File: config.mk
export PLATFORM = sky130hd
export DESIGN_NAME = radix_digit_converter_unit
export DESIGN_NICKNAME = d
export VERILOG_FILES = /design/src/rtl/rdc_pkg.sv /design/src/rtl/rdc_front.sv /design/src/rtl/rdc_queue.sv /design/src/rtl/rdc_back.sv /design/src/rtl/radix_digit_converter_unit.sv
export SDC_FILE = /design/constraint.sdc
export NUM_CORES = 1
export LEC_CHECK = 0
export ABC_AREA = 0
export BUFFER_PORTS_ARGS = -buffer_cell sky130_fd_sc_hd__clkbuf_2
export CAP_MARGIN = 20
export CORE_UTILIZATION = 40
export DETAILED_ROUTE_END_ITERATION = 7
export PLACE_DENSITY_LB_ADDON = 0.05
export SETUP_SLACK_MARGIN = 0.5
export SLEW_MARGIN = 10
export SYNTH_ARGS = -nofsm -noshare
export SYNTH_HDL_FRONTEND = slang
export SYNTH_SLANG_ARGS = --single-unit
File: constraint.sdc
create_clock -name clk -period 11.03 [get_ports clk]
set_clock_uncertainty 0.2 [all_clocks]
set_input_delay 2.206 -clock clk [delete_from_list [all_inputs] [get_ports clk]]
set_output_delay 2.206 -clock clk [all_outputs]
set_load 0.01 [all_outputs]
File: src/rtl/rdc_pkg.sv
// Shared types, constants and helpers for the radix digit converter.
// Used by rdc_front, rdc_queue, rdc_back and radix_digit_converter_unit.
`default_nettype none

package rdc_pkg;

  localparam int VALUE_WIDTH = 31;
  localparam int MAX_DIGITS  = 31;
  localparam int RADIX_W     = 5;
  localparam int DIGIT_W     = 4;
  localparam int CHAR_W      = 7;

  localparam logic [RADIX_W-1:0] RADIX_RESET = 5'd10;
  localparam logic [RADIX_W-1:0] RADIX_MIN   = 5'd2;
  localparam logic [RADIX_W-1:0] RADIX_MAX   = 5'd16;

  localparam logic [CHAR_W-1:0]  CHAR_ZERO = 7'd48;
  localparam logic [CHAR_W-1:0]  CHAR_A    = 7'd65;
  localparam logic [DIGIT_W-1:0] DIGIT_TEN = 4'd10;

  // Divider: quotient bits resolved per cycle, cycles per digit.
  localparam int STEPS_PER_CYC = 8;
  localparam int DIV_CYC = (VALUE_WIDTH + STEPS_PER_CYC - 1) / STEPS_PER_CYC;
  localparam int DIV_W   = DIV_CYC * STEPS_PER_CYC;
  localparam int CYC_W   = (DIV_CYC > 1) ? $clog2(DIV_CYC) : 1;
  localparam int IDX_W   = $clog2(MAX_DIGITS);

  // Queue between front and back end.
  localparam int QUEUE_DEPTH = 2;
  localparam int QPTR_W      = $clog2(QUEUE_DEPTH);
  localparam int QCNT_W      = $clog2(QUEUE_DEPTH + 1);

  typedef struct packed {
    logic [VALUE_WIDTH-1:0] value;
    logic [RADIX_W-1:0]     radix;
  } job_t;

  typedef enum logic [1:0] {
    BK_IDLE,
    BK_DIV,
    BK_EMIT
  } back_state_t;

  function automatic logic [RADIX_W-1:0] sat_radix(input logic [RADIX_W-1:0] r);
    if (r < RADIX_MIN) begin
      return RADIX_MIN;
    end else if (r > RADIX_MAX) begin
      return RADIX_MAX;
    end else begin
      return r;
    end
  endfunction

  function automatic logic [CHAR_W-1:0] digit_char(input logic [DIGIT_W-1:0] d);
    if (d < DIGIT_TEN) begin
      return CHAR_ZERO + CHAR_W'(d);
    end else begin
      return CHAR_A + CHAR_W'(d - DIGIT_TEN);
    end
  endfunction

endpackage

`default_nettype wire

File: src/rtl/rdc_front.sv
// Front end: radix register, input handshake, zero filtering.
// Depends on rdc_pkg.
`default_nettype none

module rdc_front (
  input  wire logic                           clk,
  input  wire logic                           rst_n,
  input  wire logic                           cfg_valid,
  output logic                                cfg_ready,
  input  wire logic [rdc_pkg::RADIX_W-1:0]    cfg_radix,
  input  wire logic                           in_valid,
  output logic                                in_stall,
  input  wire logic [rdc_pkg::VALUE_WIDTH-1:0] in_value,
  input  wire logic                           q_full,
  output logic                                q_push,
  output rdc_pkg::job_t                       q_job
);

  logic [rdc_pkg::RADIX_W-1:0] radix_r;
  logic [rdc_pkg::RADIX_W-1:0] radix_nxt;
  logic                        accept;

  assign cfg_ready = 1'b1;

  always_comb begin
    radix_nxt = radix_r;
    if (cfg_valid) begin
      radix_nxt = cfg_radix;
    end
  end

  always_ff @(posedge clk) begin
    if (!rst_n) begin
      radix_r <= rdc_pkg::RADIX_RESET;
    end else begin
      radix_r <= radix_nxt;
    end
  end

  assign in_stall = q_full;
  assign accept   = in_valid && !in_stall;

  // zero has no digits: accept and drop
  assign q_push      = accept && (in_value != '0);
  assign q_job.value = in_value;
  assign q_job.radix = rdc_pkg::sat_radix(radix_r);

endmodule

`default_nettype wire

File: src/rtl/rdc_queue.sv
// Short job queue decoupling front end and back end.
// Depends on rdc_pkg.
`default_nettype none

module rdc_queue (
  input  wire logic  clk,
  input  wire logic  rst_n,
  input  wire logic  push,
  input  wire rdc_pkg::job_t push_job,
  output logic       full,
  input  wire logic  pop,
  output logic       not_empty,
  output rdc_pkg::job_t head_job
);

  rdc_pkg::job_t                 mem_r [rdc_pkg::QUEUE_DEPTH];
  logic [rdc_pkg::QPTR_W-1:0]    wr_ptr_r, wr_ptr_nxt;
  logic [rdc_pkg::QPTR_W-1:0]    rd_ptr_r, rd_ptr_nxt;
  logic [rdc_pkg::QCNT_W-1:0]    cnt_r, cnt_nxt;
  logic                          do_push, do_pop;

  assign full      = (cnt_r == rdc_pkg::QCNT_W'(rdc_pkg::QUEUE_DEPTH));
  assign not_empty = (cnt_r != '0);
  assign head_job  = mem_r[rd_ptr_r];
  assign do_push   = push && !full;
  assign do_pop    = pop && not_empty;

  always_comb begin
    wr_ptr_nxt = do_push ? wr_ptr_r + 1'b1 : wr_ptr_r;
    rd_ptr_nxt = do_pop  ? rd_ptr_r + 1'b1 : rd_ptr_r;
    cnt_nxt    = cnt_r;
    if (do_push && !do_pop) begin
      cnt_nxt = cnt_r + 1'b1;
    end else if (do_pop && !do_push) begin
      cnt_nxt = cnt_r - 1'b1;
    end
  end

  always_ff @(posedge clk) begin
    if (!rst_n) begin
      wr_ptr_r <= '0;
      rd_ptr_r <= '0;
      cnt_r    <= '0;
    end else begin
      wr_ptr_r <= wr_ptr_nxt;
      rd_ptr_r <= rd_ptr_nxt;
      cnt_r    <= cnt_nxt;
    end
  end

  always_ff @(posedge clk) begin
    if (do_push) begin
      mem_r[wr_ptr_r] <= push_job;
    end
  end

endmodule

`default_nettype wire

File: src/rtl/rdc_back.sv
// Back end: iterative radix divider, digit buffer, reversed emission
// through an output register. Depends on rdc_pkg.
`default_nettype none

module rdc_back (
  input  wire logic                          clk,
  input  wire logic                          rst_n,
  input  wire logic                          q_not_empty,
  input  wire rdc_pkg::job_t                 q_job,
  output logic                               q_pop,
  output logic                               out_valid,
  input  wire logic                          out_stall,
  output logic [rdc_pkg::CHAR_W-1:0]         out_digit_char,
  output logic                               out_last_digit
);

  rdc_pkg::back_state_t state_r, state_nxt;

  logic [rdc_pkg::DIV_W-1:0]   work_r, work_nxt;
  logic [rdc_pkg::RADIX_W-1:0] radix_r, radix_nxt;
  logic [rdc_pkg::DIGIT_W-1:0] rem_r, rem_nxt;
  logic [rdc_pkg::CYC_W-1:0]   cyc_r, cyc_nxt;
  logic [rdc_pkg::IDX_W-1:0]   idx_r, idx_nxt;

  logic [rdc_pkg::DIGIT_W-1:0] dig_buf_r [rdc_pkg::MAX_DIGITS];
  logic                        buf_we;

  logic                        out_valid_r, out_valid_nxt;
  logic [rdc_pkg::CHAR_W-1:0]  out_char_r, out_char_nxt;
  logic                        out_last_r, out_last_nxt;
  logic                        out_free;

  // one cycle of the shared divider
  logic [rdc_pkg::DIV_W-1:0]   div_work;
  logic [rdc_pkg::RADIX_W-1:0] div_rem;

  always_comb begin
    logic [rdc_pkg::DIV_W-1:0]   w;
    logic [rdc_pkg::RADIX_W-1:0] t;
    w = work_r;
    t = rdc_pkg::RADIX_W'(rem_r);
    for (int i = 0; i < rdc_pkg::STEPS_PER_CYC; i++) begin
      t = {t[rdc_pkg::DIGIT_W-1:0], w[rdc_pkg::DIV_W-1]};
      w = {w[rdc_pkg::DIV_W-2:0], 1'b0};
      if (t >= radix_r) begin
        t    = t - radix_r;
        w[0] = 1'b1;
      end
    end
    div_work = w;
    div_rem  = t;
  end

  assign out_free = !out_valid_r || !out_stall;

  always_comb begin
    state_nxt     = state_r;
    work_nxt      = work_r;
    radix_nxt     = radix_r;
    rem_nxt       = rem_r;
    cyc_nxt       = cyc_r;
    idx_nxt       = idx_r;
    buf_we        = 1'b0;
    q_pop         = 1'b0;
    out_valid_nxt = out_valid_r && out_stall;
    out_char_nxt  = out_char_r;
    out_last_nxt  = out_last_r;

    case (state_r)
      rdc_pkg::BK_IDLE: begin
        if (q_not_empty) begin
          q_pop     = 1'b1;
          work_nxt  = rdc_pkg::DIV_W'(q_job.value);
          radix_nxt = q_job.radix;
          rem_nxt   = '0;
          cyc_nxt   = '0;
          idx_nxt   = '0;
          state_nxt = rdc_pkg::BK_DIV;
        end
      end
      rdc_pkg::BK_DIV: begin
        work_nxt = div_work;
        rem_nxt  = div_rem[rdc_pkg::DIGIT_W-1:0];
        cyc_nxt  = cyc_r + 1'b1;
        if (cyc_r == rdc_pkg::CYC_W'(rdc_pkg::DIV_CYC - 1)) begin
          // digit complete; quotient becomes next dividend
          buf_we  = 1'b1;
          rem_nxt = '0;
          cyc_nxt = '0;
          if (div_work == '0 ||
              idx_r == rdc_pkg::IDX_W'(rdc_pkg::MAX_DIGITS - 1)) begin
            state_nxt = rdc_pkg::BK_EMIT;
          end else begin
            idx_nxt = idx_r + 1'b1;
          end
        end
      end
      rdc_pkg::BK_EMIT: begin
        if (out_free) begin
          out_valid_nxt = 1'b1;
          out_char_nxt  = rdc_pkg::digit_char(dig_buf_r[idx_r]);
          out_last_nxt  = (idx_r == '0);
          if (idx_r == '0) begin
            state_nxt = rdc_pkg::BK_IDLE;
          end else begin
            idx_nxt = idx_r - 1'b1;
          end
        end
      end
      default: begin
        state_nxt = rdc_pkg::BK_IDLE;
      end
    endcase
  end

  always_ff @(posedge clk) begin
    if (!rst_n) begin
      state_r     <= rdc_pkg::BK_IDLE;
      out_valid_r <= 1'b0;
      cyc_r       <= '0;
      idx_r       <= '0;
    end else begin
      state_r     <= state_nxt;
      out_valid_r <= out_valid_nxt;
      cyc_r       <= cyc_nxt;
      idx_r       <= idx_nxt;
    end
  end

  always_ff @(posedge clk) begin
    work_r     <= work_nxt;
    radix_r    <= radix_nxt;
    rem_r      <= rem_nxt;
    out_char_r <= out_char_nxt;
    out_last_r <= out_last_nxt;
  end

  always_ff @(posedge clk) begin
    if (buf_we) begin
      dig_buf_r[idx_r] <= div_rem[rdc_pkg::DIGIT_W-1:0];
    end
  end

  assign out_valid      = out_valid_r;
  assign out_digit_char = out_char_r;
  assign out_last_digit = out_last_r;

endmodule

`default_nettype wire

File: src/rtl/radix_digit_converter_unit.sv
// Radix digit converter top level: integer in, ASCII digits out, MSB first.
// Path: front end, job queue, back end divider (8 quotient bits resolved per
// cycle), digit buffer, output register. The single shared divider works on
// one value at a time while the queue accepts further values; digits leave
// one per cycle while out_stall is low.
// Reset: rst_n synchronous active low; radix returns to 10, queue empties.
`default_nettype none

module radix_digit_converter_unit (
  input  wire logic                            clk,
  input  wire logic                            rst_n,
  // configuration: radix register
  input  wire logic                            cfg_valid,
  output logic                                 cfg_ready,
  input  wire logic [rdc_pkg::RADIX_W-1:0]     cfg_radix,
  // input items
  input  wire logic                            in_valid,
  output logic                                 in_stall,
  input  wire logic [rdc_pkg::VALUE_WIDTH-1:0] in_value,
  // result items
  output logic                                 out_valid,
  input  wire logic                            out_stall,
  output logic [rdc_pkg::CHAR_W-1:0]           out_digit_char,
  output logic                                 out_last_digit
);

  // front -> queue
  logic          q_push;
  rdc_pkg::job_t q_push_job;
  logic          q_full;
  // queue -> back
  logic          q_pop;
  logic          q_not_empty;
  rdc_pkg::job_t q_head_job;

  // Front end holds the radix register (saturated to 2..16 per item) and
  // drops zero values, which produce no digits.
  rdc_front u_front (
    .clk       (clk),
    .rst_n     (rst_n),
    .cfg_valid (cfg_valid),
    .cfg_ready (cfg_ready),
    .cfg_radix (cfg_radix),
    .in_valid  (in_valid),
    .in_stall  (in_stall),
    .in_value  (in_value),
    .q_full    (q_full),
    .q_push    (q_push),
    .q_job     (q_push_job)
  );

  // Two-entry job queue lets input keep flowing while a conversion runs.
  rdc_queue u_queue (
    .clk       (clk),
    .rst_n     (rst_n),
    .push      (q_push),
    .push_job  (q_push_job),
    .full      (q_full),
    .pop       (q_pop),
    .not_empty (q_not_empty),
    .head_job  (q_head_job)
  );

  // Back end: repeated division by the radix (remainder = next digit,
  // least significant first into a buffer), then read back in reverse
  // through the output register, flagging the final digit.
  rdc_back u_back (
    .clk            (clk),
    .rst_n          (rst_n),
    .q_not_empty    (q_not_empty),
    .q_job          (q_head_job),
    .q_pop          (q_pop),
    .out_valid      (out_valid),
    .out_stall      (out_stall),
    .out_digit_char (out_digit_char),
    .out_last_digit (out_last_digit)
  );

endmodule

`default_nettype wire

==> impl_metrics.tcl <==
set metrics [dict create \
    status "completed" \
    async_flop_share_pct 0 \
    yosys_most_used_dff "edfxtp_1" \
    fmax_mhz 95.9 \
    path_max_fanout 7 \
    area_growth_pct 23.3 \
    seqCellArea_sq_um 7860 \
    place_ws_ns -0.476 \
    synth.top_cells.by_count "245 x edfxtp_1, 72 x nand2_1, 59 x mux2i_1" \
    vias 7595 \
    critical_path_class "register to register" \
    hold_depth 2 \
    crit_family "compound AO/OA/AOI/OAI gates" \
    grt_pass1_vias 7738 \
    fp-row-count 64 \
    globalplace.congestion 0.844 \
    period_needed_ns 10.42 \
    cts_root_buffer "clkbuf_16" \
    die_h_um 180 \
    dp_hpwl_um 19100 \
    synth_largest_area_cell "edfxtp_1" \
    core_sq_um 30800 \
    insertion_delay_ns 0.55 \
    ios 52 \
    cts_buffer_depth 3 \
    io_buffers 50 \
    synth_nets 989 \
    cpPeakStageDelay_ns 0.44 \
    synth-adder-area-share_pct 6.69 \
    synth_area_sq_um 12600 \
    die_x_um 180 \
    cts_tree "yes" \
    synth_top_area_share_pct 58.4 \
    htree_levels 1 \
    grt_overflow_total 0 \
    synth_enable_flop_cells 245 \
    wl_um 29500 \
    grt_first_pass_wirelength_um 44500 \
    ys_types 53 \
    ant_nets 0 \
    holdWs_ns 0.331 \
    min_period_over_period_pct 94.5 \
    cts_made_buffers 29 \
    rsz0062_at_grt "yes" \
    required_ns 11.24 \
    drt_iter0_markers 481 \
    synthCells 886 \
    layout_setup_ws_ns 0.608 \
    cts_hold_buf 0 \
    synthXorXnorAreaFrac_pct 1.81 \
    start_kind "register" \
    slowest_stage "edfxtp_1" \
    crit_arrival_ns 10.63 \
    synthSimpleGateAreaFrac_pct 8.13 \
    grt_start_max_net_pins 72 \
    avgSynthCellArea_sq_um 14.2 \
    timing.slew.headroom_pct 54.3 \
    synth.most_common_cell "edfxtp_1" \
    synth_mux_area_share_pct 12.2 \
    cp.buffers_inverters 4 \
    fill_cells 2595 \
    drc 0 \
    yosys_warnings 0 \
    ys_seq_elements 270 \
    start_util_pct 40.9 \
    multiInputGateArea_sq_um 5170 \
    layout.nets 1099 \
    clock_sinks 270 \
    synth_compound_area_share_pct 6.10 \
    antenna-diode-count 0 \
    wl_per_cell_um 20.9 \
    firstDrtPassIters 5 \
    maxCapViolations 0 \
    path_depth 47 \
    tightest_slew_ns 0.676 \
    ys_seq_area_share_pct 62.3 \
    maxSlewViolCount 0 \
    synth.area.top_cells "edfxtp_1 58%, ha_1 5.3%, mux4_2 4.8%" \
    drive_gt1_share_pct 29.6 \
    via_per_inst 5.37 \
    hold_viol 0 \
    synth_top_family_by_area "multiplexers" \
    setup_violations 0 \
    hp-class "register to register" \
    clk_pin_slew_ns 0.06 \
    r2r_cells 47 \
    crit_top_cell "ha_4" \
    antenna_found_initial 0 \
    die_area_sq_um 32200 \
    endpoint_kind "register" \
    grt_usage_pct 17.9 \
]
[final timing paths]
| path | start | to | slack (ns) |
|---|---|---|---|
| max | u_back.rem_r[2]$_SDFFCE_PN0P_ | u_back.idx_r[0]$_SDFFE_PN0P_ | 0.61 |
| min | u_back.state_r[0]$_SDFFE_PN0P_ | u_back.state_r[0]$_SDFFE_PN0P_ | 0.33 |
| max reg2reg | u_back.rem_r[2]$_SDFFCE_PN0P_ | u_back.idx_r[0]$_SDFFE_PN0P_ | 0.61 |
| min reg2reg | u_back.state_r[0]$_SDFFE_PN0P_ | u_back.state_r[0]$_SDFFE_PN0P_ | 0.33 |
[logic make-up (layout without fill, tap and decap cells)]
family / Yosys count / in the layout
buffers and inverters: 82 / 211
muxes: 110 / 112
xor gates and xnor gates: 26 / 26
AOI/OAI and AO/OA: 125 / 127
and+or+nand+nor: 210 / 210
adders and majority gates: 62 / 62
DFF: 270 / 270
other: 1 / 1
[state kept, by name, indices dropped and copies added (netlist names), 4 cells and up, named ones only]
name                   count
u_back.dig_buf_r         124
u_back.idx_r               5
u_back.out_digit_char      7
u_back.radix_r             5
u_back.rem_r               4
u_back.work_r             32
u_front.radix_r            5
u_queue.mem_r             72
[per-stage QoR]
step                      cell area [sq um]  util [%]  setup TNS (ns)  cells
after CTS                             14800      48.0               0   1388
after global routing                  15500      50.4               0   1415
final                                 15500      50.4               0   1415
after detailed placement              13400      43.5          -37.28   1316
after global placement                13400      43.5               0   1316
after floorplan                       12700         -               0    886
[placed cells by master (no fill, tap or decap), types with 6 or more instances in the layout]
cell type | synthesis | final
o22ai_1 | 6 | 6
a21oi_2 | 1 | 12
clkinv_1 | 0 | 7
inv_1 | 45 | 40
nand3_1 | 11 | 9
nand2_1 | 72 | 67
nor2b_1 | 12 | 12
fa_1 | 9 | 9
buf_6 | 2 | 6
and2_1 | 12 | 10
mux2i_1 | 59 | 51
nor4_1 | 14 | 13
ha_1 | 53 | 27
a21oi_1 | 34 | 20
nand3b_1 | 6 | 6
o21ai_0 | 39 | 39
xor2_1 | 6 | 6
mux2_4 | 0 | 14
nand4_1 | 9 | 9
mux2_2 | 19 | 7
mux4_2 | 27 | 27
clkbuf_2 | 0 | 50
bufinv_16 | 0 | 6
clkbuf_16 | 0 | 29
xnor2_1 | 20 | 19
clkinv_2 | 0 | 7
edfxtp_1 | 245 | 245
buf_4 | 1 | 48
a21o_1 | 10 | 10
dfxtp_1 | 25 | 23
buf_12 | 0 | 6
ha_4 | 0 | 25
nor2_1 | 50 | 43
[per-layer routing]
metal  vias to the layer above  global-route usage [%]  share of wire (%)
li1                       3583                       -                  -
met1                      3813                    26.3                 49
met2                       152                    28.0                 45
met3                        47                    2.67                4.2
met4                         0                    4.34                1.9
met5                         -                       0                  0
[tightest hold or removal path, cell delays in order, from the launching register on]
cell and delay, ns:
dfxtp_1 0.35, nand2_1 0.07, mux2i_1 0.06
[repair_timing]
action	in CTS	in global routing
gates cloned	4	0
gates resized for setup	35	74
endpoints found under the setup margin	141	141
setup buffers	14	23
pin swaps	12	44
[cell type report]
type	count	share of cell area (%)
Tap cell	396	3.19
Clock buffer	32	4.74
Clock inverter	22	1.67
Multi-Input combinational cell	538	33.3
Sequential cell	270	50.6
Timing Repair Buffer	112	5.49
Inverter	45	1.10
Power is left out: the tool's default activity adds up to more than one toggle a clock period on the data nets, which glitch-free logic cannot reach.
